==> config.mk <==
export PLATFORM = sky130hd
export DESIGN_NAME = iso_datetime_stream_validator
export DESIGN_NICKNAME = d
export VERILOG_FILES = /design/src/idsv_pkg.sv /design/src/iso_datetime_stream_validator.sv /design/src/idsv_step.sv
export SDC_FILE = /design/constraint.sdc
export NUM_CORES = 1
export LEC_CHECK = 0
export BUFFER_PORTS_ARGS = -buffer_cell sky130_fd_sc_hd__buf_2
export CAP_MARGIN = 20
export CORE_MARGIN = 2
export CORE_UTILIZATION = 30
export CTS_CLUSTER_SIZE = 10
export DETAILED_ROUTE_END_ITERATION = 12
export PLACE_DENSITY = 0.47
export SLEW_MARGIN = 30
export SYNTH_ARGS = -nofsm -noshare
export SYNTH_HDL_FRONTEND = slang
export SYNTH_SLANG_ARGS = --single-unit
==> constraint.sdc <==
create_clock -name clock -period 7.81 [get_ports clock]
set_input_delay 1.562 -clock clock [delete_from_list [all_inputs] [get_ports clock]]
set_output_delay 1.562 -clock clock [all_outputs]
set_load 0.005 [all_outputs]
==> src/idsv_pkg.sv <==
// shared types, character codes, phase codes and the month length table
package idsv_pkg;

   localparam logic [3:0] MAX_FRACTION_DIGITS = 4'd9;
   localparam logic [5:0] MAX_TEXT            = 6'd35;
   localparam logic [5:0] POS_MAX             = 6'd63;

   // parse phases
   localparam logic [2:0] PH_DATE   = 3'd0;
   localparam logic [2:0] PH_TIME   = 3'd1;
   localparam logic [2:0] PH_AFTER  = 3'd2;
   localparam logic [2:0] PH_FRAC   = 3'd3;
   localparam logic [2:0] PH_ZULU   = 3'd4;
   localparam logic [2:0] PH_OFFSET = 3'd5;

   // result forms
   localparam logic [1:0] FORM_DATE   = 2'd0;
   localparam logic [1:0] FORM_TIME   = 2'd1;
   localparam logic [1:0] FORM_OFFSET = 2'd2;

   // ascii codes
   localparam logic [7:0] CH_DASH  = 8'h2D;
   localparam logic [7:0] CH_PLUS  = 8'h2B;
   localparam logic [7:0] CH_DOT   = 8'h2E;
   localparam logic [7:0] CH_COLON = 8'h3A;
   localparam logic [7:0] CH_T     = 8'h54;
   localparam logic [7:0] CH_Z     = 8'h5A;
   localparam logic [7:0] CH_ZERO  = 8'h30;
   localparam logic [7:0] CH_NINE  = 8'h39;

   typedef struct packed {
      logic [7:0] char_byte;
      logic       last;
   } req_payload_type;

   typedef struct packed {
      logic        valid_res;
      logic [1:0]  form;
      logic [13:0] year;
      logic [3:0]  month;
      logic [4:0]  day;
      logic [4:0]  hour;
      logic [5:0]  minute;
      logic [5:0]  second;
      logic [29:0] fraction;
      logic [3:0]  fraction_digits;
      logic        offset_negative;
      logic [10:0] offset_minutes;
   } rsp_payload_type;

   typedef struct packed {
      logic [5:0]  position;
      logic [2:0]  phase;
      logic        failed;
      logic [13:0] year;
      logic [1:0]  year_mod4;    // running year mod 4
      logic [1:0]  cent_mod4;    // first two year digits mod 4
      logic        low_nonzero;  // last two year digits not both zero
      logic [3:0]  month;
      logic [4:0]  day;
      logic [4:0]  hour;
      logic [5:0]  minute;
      logic [5:0]  second;
      logic [29:0] frac;
      logic [3:0]  frac_count;
      logic [2:0]  ofs_pos;
      logic        ofs_sign;
      logic [4:0]  ofs_hour;
      logic [5:0]  ofs_minute;
   } parse_state_type;

   localparam parse_state_type STATE_RESET = '0;

   function automatic logic [4:0] days_in_month(input logic [3:0] month, input logic leap);
      logic [4:0] days;
      unique case (month)
         4'd1, 4'd3, 4'd5, 4'd7, 4'd8, 4'd10, 4'd12: days = 5'd31;
         4'd4, 4'd6, 4'd9, 4'd11:                    days = 5'd30;
         4'd2:                                       days = leap ? 5'd29 : 5'd28;
         default:                                    days = 5'd0;
      endcase
      return days;
   endfunction

endpackage

==> src/iso_datetime_stream_validator.sv <==
// top level: parse state register, step logic and result register
//
//  channel  direction  handshake             payload
//  req      in         req_valid/req_ready   req_payload (char_byte, last)
//  rsp      out        rsp_valid/rsp_ready   rsp_payload (decoded date-time)
//
// one byte is taken per cycle while req_ready is high; each byte goes through the combinational step logic
// the result of a final byte is in the result register the cycle after it is taken
// req_ready is low only while a result waits and rsp_ready is low
// reset clears the parse state and empties the result register
// the parse state returns to its reset value after every final byte
module iso_datetime_stream_validator
   import idsv_pkg::*;
(
   input  logic            clock,
   input  logic            reset,
   input  logic            req_valid,
   output logic            req_ready,
   input  req_payload_type req_payload,
   output logic            rsp_valid,
   input  logic            rsp_ready,
   output rsp_payload_type rsp_payload
);

   parse_state_type state_ff;
   parse_state_type state_in;
   parse_state_type step_state;
   rsp_payload_type step_result;
   rsp_payload_type rsp_ff;
   logic            rsp_valid_ff;
   logic            rsp_valid_in;
   logic            req_take;

   idsv_step u_step (
      .st      (state_ff),
      .beat    (req_payload),
      .st_next (step_state),
      .result  (step_result)
   );

   assign req_ready = ~rsp_valid_ff | rsp_ready;
   assign req_take  = req_valid & req_ready;

   always_comb begin
      state_in = state_ff;
      if (req_take) state_in = req_payload.last ? STATE_RESET : step_state;
      rsp_valid_in = rsp_valid_ff & ~rsp_ready;
      if (req_take && req_payload.last) rsp_valid_in = 1'b1;
   end

   always_ff @(posedge clock) begin
      if (reset) begin
         state_ff     <= STATE_RESET;
         rsp_valid_ff <= 1'b0;
      end else begin
         state_ff     <= state_in;
         rsp_valid_ff <= rsp_valid_in;
      end
   end

   always_ff @(posedge clock) begin
      if (req_take && req_payload.last) begin
         rsp_ff <= step_result;
      end
   end

   assign rsp_valid   = rsp_valid_ff;
   assign rsp_payload = rsp_ff;

   a_last_clears_state: assert property (@(posedge clock) disable iff (reset)
      req_take && req_payload.last |=> state_ff.position == 6'd0 && state_ff.phase == PH_DATE
                                       && !state_ff.failed)
      else $error("parse state not cleared after final beat");

   a_last_gives_result: assert property (@(posedge clock) disable iff (reset)
      req_take && req_payload.last |=> rsp_valid)
      else $error("final beat produced no result");

   a_position_holds: assert property (@(posedge clock) disable iff (reset)
      !req_take |=> $stable(state_ff.position))
      else $error("position moved without a beat");

   a_invalid_is_zero: assert property (@(posedge clock) disable iff (reset)
      rsp_valid && !rsp_payload.valid_res |-> rsp_payload.form == FORM_DATE
         && rsp_payload.year == 14'd0 && rsp_payload.month == 4'd0 && rsp_payload.day == 5'd0
         && rsp_payload.fraction == 30'd0 && rsp_payload.offset_minutes == 11'd0)
      else $error("invalid result carries nonzero fields");

endmodule

==> src/idsv_step.sv <==
// per-byte parse step: next parse state and the decoded result for a final byte
module idsv_step
   import idsv_pkg::*;
(
   input  parse_state_type st,
   input  req_payload_type beat,
   output parse_state_type st_next,
   output rsp_payload_type result
);

   function automatic logic [9:0] acc10(input logic [9:0] a, input logic [3:0] d);
      return (a << 3) + (a << 1) + 10'(d);
   endfunction

   logic [7:0]  ch;
   logic [3:0]  dv;
   logic        is_dig;
   logic        is_z;
   logic        is_sign;
   logic [5:0]  pos;
   logic [13:0] year_x;
   logic [9:0]  month_x;
   logic [9:0]  day_x;
   logic [9:0]  hour_x;
   logic [9:0]  minute_x;
   logic [9:0]  second_x;
   logic [9:0]  ofs_hour_x;
   logic [9:0]  ofs_minute_x;
   logic [29:0] frac_x;
   logic        leap;
   logic        date_good;
   logic        ok;
   parse_state_type nx;
   logic        res_ok;
   logic [1:0]  res_form;

   assign ch      = beat.char_byte;
   assign dv      = ch[3:0];
   assign is_dig  = (ch >= CH_ZERO) && (ch <= CH_NINE);
   assign is_z    = (ch == CH_Z);
   assign is_sign = (ch == CH_PLUS) || (ch == CH_DASH);
   assign pos     = st.position;

   assign year_x       = (st.year << 3) + (st.year << 1) + 14'(dv);
   assign month_x      = acc10(10'(st.month), dv);
   assign day_x        = acc10(10'(st.day), dv);
   assign hour_x       = acc10(10'(st.hour), dv);
   assign minute_x     = acc10(10'(st.minute), dv);
   assign second_x     = acc10(10'(st.second), dv);
   assign ofs_hour_x   = acc10(10'(st.ofs_hour), dv);
   assign ofs_minute_x = acc10(10'(st.ofs_minute), dv);
   assign frac_x       = (st.frac << 3) + (st.frac << 1) + 30'(dv);

   // divisible by 4, and not a century unless the century is divisible by 4
   assign leap = (st.year_mod4 == 2'd0) && (st.low_nonzero || (st.cent_mod4 == 2'd0));
   assign date_good = (st.year != 14'd0) && (st.month != 4'd0) && (day_x != 10'd0)
                      && (day_x <= 10'(days_in_month(st.month, leap)));

   always_comb begin
      nx = st;
      ok = 1'b1;
      unique case (st.phase)
         PH_DATE: begin
            if (pos == 6'd4 || pos == 6'd7) begin
               ok = (ch == CH_DASH);
            end else if (pos < 6'd4) begin
               ok = is_dig;
               nx.year = year_x;
               nx.year_mod4 = {st.year_mod4[0], 1'b0} + dv[1:0];
               if (pos == 6'd2) nx.cent_mod4 = st.year_mod4;
               if (pos >= 6'd2) nx.low_nonzero = st.low_nonzero | (dv != 4'd0);
            end else if (pos < 6'd7) begin
               ok = is_dig && (month_x <= 10'd12);
               nx.month = month_x[3:0];
            end else begin
               ok = is_dig && (day_x <= 10'd31);
               nx.day = day_x[4:0];
               if (pos == 6'd9) begin
                  nx.phase = PH_TIME;
                  ok = ok && date_good;
               end
            end
         end
         PH_TIME: begin
            if (pos == 6'd10) begin
               ok = (ch == CH_T);
            end else if (pos == 6'd13 || pos == 6'd16) begin
               ok = (ch == CH_COLON);
            end else if (pos < 6'd13) begin
               ok = is_dig && (hour_x < 10'd24);
               nx.hour = hour_x[4:0];
            end else if (pos < 6'd16) begin
               ok = is_dig && (minute_x < 10'd60);
               nx.minute = minute_x[5:0];
            end else begin
               ok = is_dig && (second_x <= 10'd60);
               nx.second = second_x[5:0];
               if (pos == 6'd18) nx.phase = PH_AFTER;
            end
         end
         PH_AFTER: begin
            if (ch == CH_DOT) begin
               nx.phase = PH_FRAC;
            end else if (is_z) begin
               nx.phase = PH_ZULU;
            end else if (is_sign) begin
               nx.phase = PH_OFFSET;
               nx.ofs_sign = (ch == CH_DASH);
               nx.ofs_pos = 3'd0;
            end else begin
               ok = 1'b0;
            end
         end
         PH_FRAC: begin
            if (is_dig) begin
               ok = (st.frac_count < MAX_FRACTION_DIGITS);
               nx.frac = frac_x;
               nx.frac_count = st.frac_count + 4'd1;
            end else if (st.frac_count == 4'd0) begin
               ok = 1'b0;
            end else if (is_z) begin
               nx.phase = PH_ZULU;
            end else if (is_sign) begin
               nx.phase = PH_OFFSET;
               nx.ofs_sign = (ch == CH_DASH);
               nx.ofs_pos = 3'd0;
            end else begin
               ok = 1'b0;
            end
         end
         PH_OFFSET: begin
            if (st.ofs_pos >= 3'd5) begin
               ok = 1'b0;
            end else begin
               nx.ofs_pos = st.ofs_pos + 3'd1;
               if (st.ofs_pos == 3'd2) begin
                  ok = (ch == CH_COLON);
               end else if (st.ofs_pos < 3'd2) begin
                  ok = is_dig && (ofs_hour_x <= 10'd23);
                  nx.ofs_hour = ofs_hour_x[4:0];
               end else begin
                  ok = is_dig && (ofs_minute_x <= 10'd59);
                  nx.ofs_minute = ofs_minute_x[5:0];
               end
            end
         end
         default: begin
            // zulu takes no further bytes
            ok = 1'b0;
         end
      endcase

      // once failed, bytes are ignored until the final one
      if (st.failed) nx = st;
      nx.failed   = st.failed | (pos >= MAX_TEXT) | ~ok;
      nx.position = (pos == POS_MAX) ? pos : pos + 6'd1;
   end

   assign st_next = nx;

   always_comb begin
      res_ok   = 1'b0;
      res_form = FORM_DATE;
      if (!nx.failed) begin
         if (nx.phase == PH_TIME && nx.position == 6'd10) begin
            res_ok = 1'b1;
         end else if (nx.phase == PH_AFTER) begin
            res_ok = 1'b1;
            res_form = FORM_TIME;
         end else if (nx.phase == PH_FRAC && nx.frac_count != 4'd0) begin
            res_ok = 1'b1;
            res_form = FORM_TIME;
         end else if (nx.phase == PH_ZULU) begin
            res_ok = 1'b1;
            res_form = FORM_OFFSET;
         end else if (nx.phase == PH_OFFSET && nx.ofs_pos == 3'd5) begin
            res_ok = 1'b1;
            res_form = FORM_OFFSET;
         end
      end

      result = '0;
      if (res_ok) begin
         result.valid_res = 1'b1;
         result.form  = res_form;
         result.year  = nx.year;
         result.month = nx.month;
         result.day   = nx.day;
         if (res_form != FORM_DATE) begin
            result.hour            = nx.hour;
            result.minute          = nx.minute;
            result.second          = nx.second;
            result.fraction        = nx.frac;
            result.fraction_digits = nx.frac_count;
         end
         if (nx.phase == PH_OFFSET) begin
            result.offset_negative = nx.ofs_sign;
            // hours times 60 as 64h - 4h
            result.offset_minutes  = 11'({nx.ofs_hour, 6'd0}) - 11'({nx.ofs_hour, 2'd0})
                                     + 11'(nx.ofs_minute);
         end
      end
   end

endmodule

# After elaboration in Yosys (flattened, before gate mapping)
# Index checks and enable logic that the tools add are counted.
[totals]
register_bits = 194
in_bits = 13
word_cells = 249
[op_classes]
n_addsub = 24
n_lt_le_gt_ge = 19
eq_ne = 41
mux = 83
bitwise = 9
reduce_logical = 42
[op_table]
columns = ["operator", "count"]
rows = [
  ["$mux 104", 1],
  ["$mux 98", 1],
  ["$mux 89", 1],
  ["$add 10x4->10", 7],
  ["$mux 34", 2],
  ["$mux 28", 2],
  ["$mux 17", 3],
  ["$mux 51", 1],
  ["$mux 3", 15],
  ["$mux 11", 3],
  ["$eq 8x6->1 const B", 4],
  ["$add 30x30->30", 1],
  ["$add 30x4->30", 1],
  ["$add 9x7->10", 3],
  ["$add 8x6->9", 3],
  ["$mux 1", 25],
  ["$eq 6x4->1 const B", 4],
  ["$mux 12", 2],
  ["$mux 4", 6],
  ["$mux 6", 4],
  ["$eq 4x4->1 const B", 5],
  ["$le 10x5->1 const B", 2],
  ["$le 10x6->1 const B", 2],
  ["$mux 19", 1],
  ["60 further kinds", 119],
]

# Longest topological paths before layout
[logic_depth]
ltp_word = 19
ltp_mapped = 17
depth_no_buf = 17

# By module
# From an unflattened synthesis, not the netlist that was laid out.
[unflattened]
hier_cells = 1565
hier_area_um2 = 14442.6
[modules_own_cells]
columns = ["mod", "n_inst", "cells_each", "area_per_inst_um2"]
rows = [
  ["idsv_step", 1, 985, 7310.8],
  ["iso_datetime_stream_validator", 1, 580, 7131.8],
]

# Worst setup path before layout
# OpenSTA, ideal clock, no wires.
[synth_path]
kind = "input -> register"
startpoint = "input req_payload[4] (netlist bit)"
endpoint = "register rsp_ff (netlist bit rsp_payload[5]) (data pin)"
arrival_ns = 4.506
t_required_ns = 7.660
slack_ns = 3.155
stages = 13
cell_sequence = "inv_1 fa_1 fa_1 nand4b_1 o22a_1 o22ai_1 o2111ai_1 and3_1 nor3_1 o311ai_2 or3b_4 buf_6 nor3_2"
[synth_between]
elab_chain_len = 17
elab_cells_between_ends = 94
cone_classes = "9 x add/sub; 10 x order compare; 12 x eq/ne; 43 x mux; 2 x bitwise; 18 x reduce/logical"
[synth_lines]
columns = ["item", "line_no", "rtl"]
rows = [
  ["start: declaration", "iso_datetime_stream_validator.sv:19", "input req_payload_type req_payload,"],
  ["parallel branches: the longest is 17 deep, another holds $sub 11x7->11", "--", ""],
  ["end signal: assignment", "iso_datetime_stream_validator.sv:63", "rsp_ff <= step_result;"],
  ["end: declaration", "iso_datetime_stream_validator.sv:29", "rsp_payload_type rsp_ff;"],
]
# Parallel ways; which one is timed is not known. The select of a mux whose other input is x is not followed.
# A chain may end at the register's enable or synchronous reset.

# Final worst setup path
[layout_path]
startpoint = "input req_payload[3] (netlist bit)"
endpoint = "register rsp_ff (netlist bit rsp_payload[82]) (data pin)"
[layout_between]
elab_chain_len = 16
elab_cells_between_ends = 90
cone_classes = "8 x add/sub; 10 x order compare; 12 x eq/ne; 41 x mux; 2 x bitwise; 17 x reduce/logical"
[layout_lines]
columns = ["item"]
rows = [
  ["parallel branches: the longest is 16 deep, another holds $add 10x4->10"],
]
# Parallel ways; which one is timed is not known. The select of a mux whose other input is x is not followed.

==> report_table.html <==
<table>
<tr><th>Metric</th><th>Value</th></tr>
<tr><th colspan="2">Clock network</th></tr>
<tr><td>Number of hold buffers added after CTS</td><td>0</td></tr>
<tr><td>Post-CTS setup repair buffer count</td><td>0</td></tr>
<tr><td>CTS tree</td><td>built</td></tr>
<tr><td>Insertion delay to the later sink of the worst-skew pair</td><td>460 ps</td></tr>
<tr><td>PostCTS Resize Cnt</td><td>0</td></tr>
<tr><td>Number of buffers created by CTS</td><td>17</td></tr>
<tr><td>Buffer depth of the longest clock path</td><td>2</td></tr>
<tr><td>CTS Root Cell</td><td>sky130_fd_sc_hd__clkbuf_16</td></tr>
<tr><td>CTS sink cnt</td><td>194</td></tr>
<tr><td>CTS H-tree lvls</td><td>4</td></tr>
<tr><td>Clock input transition at the sequential cells of the worst setup and hold paths</td><td>around 80 ps</td></tr>
<tr><th colspan="2">Worst setup path</th></tr>
<tr><td>Crit end category</td><td>flop</td></tr>
<tr><td>Critical path start-end classification</td><td>input port to flop</td></tr>
<tr><td>Critical path arrival</td><td>approximately 5400 ps</td></tr>
<tr><td>Depth of the worst register-to-register path</td><td>16</td></tr>
<tr><td>Critical Path RT</td><td>8000 ps</td></tr>
<tr><td>Reg-to-reg endpoint</td><td>rsp_payload[10]</td></tr>
<tr><td>Critical path launch point type</td><td>input port</td></tr>
<tr><td>Launch point of the critical path</td><td>req_payload[3]</td></tr>
<tr><td>Reg2Reg Launch Point</td><td>state_ff[13]</td></tr>
<tr><td>Critical path fanouts, max</td><td>24</td></tr>
<tr><td>Register-to-Register Setup Slack</td><td>roughly 3800 ps</td></tr>
<tr><th colspan="2">Drt</th></tr>
<tr><td>DRC violations left</td><td>0</td></tr>
<tr><td>Vias after detailed routing</td><td>between 10000 and 15000</td></tr>
<tr><td>Drt first pass iters</td><td>5</td></tr>
<tr><td>Post-Route WL</td><td>between 30000 and 40000 um</td></tr>
<tr><td>Vias per Instance</td><td>roughly 5.3</td></tr>
<tr><td>Routed length per instance</td><td>approximately 18 um</td></tr>
<tr><td>Drt initial violations</td><td>a little over 700</td></tr>
<tr><td>Routed Antenna Nets</td><td>0</td></tr>
<tr><th colspan="2">Yosys</th></tr>
<tr><td>Register bit count reported by yosys</td><td>194</td></tr>
<tr><td>Synth Instances</td><td>1488</td></tr>
<tr><td>Top_reg_cell synth</td><td>sky130_fd_sc_hd__dfxtp_1</td></tr>
<tr><td>Number of enable-type register cells in the synthesized netlist</td><td>slightly below 90</td></tr>
<tr><td>Post-synth ARST share</td><td>0%</td></tr>
<tr><td>Sequential area share after synthesis</td><td>35.5%</td></tr>
<tr><td>Distinct cells, synth</td><td>80</td></tr>
<tr><td>Syn Std Cell Area</td><td>between 10000 and 15000 um^2</td></tr>
<tr><td>Total number of yosys warnings</td><td>0</td></tr>
<tr><td>Synth Net Count</td><td>1671</td></tr>
<tr><td>Synth Area per Inst</td><td>about 9.0 um^2</td></tr>
<tr><th colspan="2">Floorplan</th></tr>
<tr><td>Die boundary height</td><td>roughly 220 um</td></tr>
<tr><td>Top-level port count</td><td>104</td></tr>
<tr><td>Core Rows</td><td>77</td></tr>
<tr><td>DIE AREA</td><td>46500 um^2</td></tr>
<tr><td>Starting utilization of the core area</td><td>30.4%</td></tr>
<tr><td>Standard cell core area</td><td>44200 um^2</td></tr>
<tr><td>Horiz. Die Dim</td><td>216 um</td></tr>
<tr><th colspan="2">Layout</th></tr>
<tr><td>Number of standard cells in the final layout excluding fillers</td><td>between 2000 and 2500</td></tr>
<tr><td>Filler instances</td><td>between 4000 and 5000</td></tr>
<tr><td>Syn-to-layout area delta</td><td>13.1%</td></tr>
<tr><td>Inserted Diodes</td><td>0</td></tr>
<tr><td>Utilization after layout</td><td>roughly 34%</td></tr>
<tr><td>Commonest non-fill, non-tap cell in the layout</td><td>sky130_fd_sc_hd__nor2_1</td></tr>
<tr><td>Commonest cells after routing, fill and taps aside</td><td>186 x sky130_fd_sc_hd__nor2_1, 152 x sky130_fd_sc_hd__ha_1, 143 x sky130_fd_sc_hd__nand2_1, 119 x sky130_fd_sc_hd__a21oi_1, 105 x sky130_fd_sc_hd__dfxtp_1</td></tr>
<tr><td>Final-stage net count</td><td>approximately 1700</td></tr>
<tr><td>Fraction of layout instances using a drive strength above 1</td><td>between 10 and 15%</td></tr>
<tr><th colspan="2">Global routing</th></tr>
<tr><td>Global-route wire length before repair</td><td>63400 um</td></tr>
<tr><td>Via count of the first global-routing pass</td><td>around 12000</td></tr>
<tr><td>Total global routing overflow</td><td>0</td></tr>
<tr><td>Maximum number of pins on one net before global-route repair</td><td>61</td></tr>
<tr><td>Tot GR Track Use</td><td>between 10% and 20%</td></tr>
<tr><td>Antenna violations before repair</td><td>0</td></tr>
<tr><th colspan="2">Min path</th></tr>
<tr><td>Worst Hold Endpoint</td><td>state_ff[75]</td></tr>
<tr><td>Hold Crit Start</td><td>state_ff[75]</td></tr>
<tr><td>Class of the tightest hold or removal check</td><td>flop to flop</td></tr>
<tr><td>Number of stages on the worst hold path</td><td>1</td></tr>
<tr><th colspan="2">STA</th></tr>
<tr><td>Worst-case headroom to the max-slew limit</td><td>37.7%</td></tr>
<tr><td>Number of pins exceeding their max-slew limit in the final report</td><td>0</td></tr>
<tr><td>Setup repair after global routing missed its margin</td><td>false</td></tr>
<tr><td>Worst slack on hold paths</td><td>between 400 and 500 ps</td></tr>
<tr><td>Final sum of negative setup slack</td><td>0 ps</td></tr>
<tr><td>Final Hold Fails</td><td>0</td></tr>
<tr><td>Least-Margin Pin Slew</td><td>between 900 and 1000 ps</td></tr>
<tr><td>Final clock skew</td><td>9.91 ps</td></tr>
<tr><td>Ratio of final minimum period to clock period</td><td>between 60% and 70%</td></tr>
<tr><td>FMAX</td><td>roughly 0.19 GHz</td></tr>
<tr><td>Total of endpoints with negative setup slack in the final report</td><td>0</td></tr>
<tr><td>Min cycle time layout</td><td>5220 ps</td></tr>
<tr><th colspan="2">Place</th></tr>
<tr><td>Placed wire-length estimate after detailed placement</td><td>approximately 27000 um</td></tr>
<tr><td>Number of placed instances, taps included</td><td>between 2000 and 2500</td></tr>
<tr><td>IO buf count</td><td>between 100 and 150</td></tr>
<tr><td>Final RePlAce weighted congestion</td><td>approximately 0.82</td></tr>
<tr><th colspan="2">Pwr</th></tr>
<tr><td>Clock group share of total power</td><td>around two fifths</td></tr>
<tr><td>Net Sw Power</td><td>554 uW</td></tr>
<tr><td>Total power divided by cell area</td><td>140 nW/um^2</td></tr>
<tr><td>Maximum resistive drop on vdd</td><td>0.104 mV</td></tr>
<tr><td>Switching share of power</td><td>26.0%</td></tr>
<tr><td>Combinational group share of total power</td><td>7.1%</td></tr>
<tr><td>Static leakage power</td><td>0.00613 uW</td></tr>
<tr><td>Cell internal power dissipation</td><td>1580 uW</td></tr>
<tr><td>Share of total power in sequential cells</td><td>between 50% and 60%</td></tr>
<tr><th colspan="2">Status</th></tr>
<tr><td>Result of the run</td><td>completed</td></tr>
<tr><th colspan="2">Job</th></tr>
<tr><td>Number of violations of the max-capacitance limit</td><td>0</td></tr>
</table>
## worst max-delay path by stage
stage                            to  slack (ps)  cells past startpoint
floorplan            rsp_payload[5]        3150                     13
global placement    rsp_payload[75]        2040                     14
detailed placement  rsp_payload[78]        2140                     13
CTS                 rsp_payload[75]        2640                     13
global route        rsp_payload[75]        2270                     13
finish              rsp_payload[82]        2590                     13
## layout make-up
class,count,area [um^2],share of cell area (%)
timing repair buffer,120,646,4.24
clock buffer,21,493,3.24
clock inverter,11,83.8,0.551
multi-input combinational,1170,8250,54.2
tap,592,741,4.87
inverter,59,224,1.47
sequential,194,4770,31.4
## sequential cells by signal, summed over array words and instances (netlist names)
| register | cells |
|---|---|
| rsp_payload | 89 |
| state_ff | 104 |
| rsp_valid | 1 |
## cell usage after synthesis, drive strengths merged, types with 18 or more instances
master | instances | area (um^2)
edfxtp | 89 | 2670
nor2 | 186 | 698
nand2 | 143 | 537
o21ai | 51 | 255
nor3 | 31 | 160
ha | 152 | 1900
nor2b | 29 | 181
xor2 | 20 | 175
a22oi | 61 | 458
dfxtp | 105 | 2100
inv | 59 | 221
a21oi | 120 | 604
a21o | 21 | 158
nor4 | 19 | 140
fa | 18 | 360
xnor2 | 44 | 385
nand3 | 18 | 90.1
clkbuf | 58 | 218
mux2i | 27 | 270
## stage by stage
| stage | area [um^2] | total power [uW] | setup slack (ps) |
|---|---|---|---|
| floorplan | 13400 | 1190 | 3150 |
| global placement | 14600 | 1260 | 2040 |
| CTS | 15200 | 2170 | 2640 |
| detailed placement | 14600 | 1260 | 2140 |
| finish | 15200 | 2140 | 2590 |
| global route | 15200 | 2220 | 2270 |
## critical path, stage by stage
cell	delay [ps]
sky130_fd_sc_hd__buf_2	550
sky130_fd_sc_hd__ha_1	350
sky130_fd_sc_hd__ha_1	230
sky130_fd_sc_hd__fa_1	550
sky130_fd_sc_hd__o211ai_1	140
sky130_fd_sc_hd__nor3_1	220
sky130_fd_sc_hd__mux2i_1	100
sky130_fd_sc_hd__a311oi_1	310
sky130_fd_sc_hd__and3_1	210
sky130_fd_sc_hd__nor3_1	80
sky130_fd_sc_hd__o31ai_1	480
sky130_fd_sc_hd__o21bai_4	440
sky130_fd_sc_hd__nor2_1	120
## power groups by stage
| stage | registers (uW) | clock network (uW) | logic (uW) |
|---|---|---|---|
| 2_1_floorplan | 1110 | 0 | 81.2 |
| 3_3_place_gp | 1110 | 0 | 152 |
| 4_1_cts | 1090 | 928 | 153 |
| 3_5_place_dp | 1110 | 0 | 152 |
| 5_1_grt | 1090 | 963 | 166 |
| 6_report | 1090 | 897 | 152 |
## cell families (layout without fill, tap and decap cells)
| family | count (synthesis) | in the layout | share of synthesized area, % |
|---|---|---|---|
| DFF | 194 | 194 | 35.5 |
| AOI/OAI and AO/OA | 382 | 382 | 18.8 |
| and+or+nand+nor | 522 | 522 | 18.6 |
| muxes | 32 | 32 | 2.51 |
| adders and majority gates | 170 | 170 | 16.8 |
| xor gates and xnor gates | 64 | 64 | 4.17 |
| buffers and inverters | 124 | 211 | 3.52 |
## per-layer routing
layer  wire [um]  track usage (%)  vias up
li1            -                -     5605
met1       18500             22.4     5523
met2       18800             28.8      211
met3        1320             2.37       54
met4        1080             6.46        0
met5           0                0        -
(Power assumes the default switching activity.)
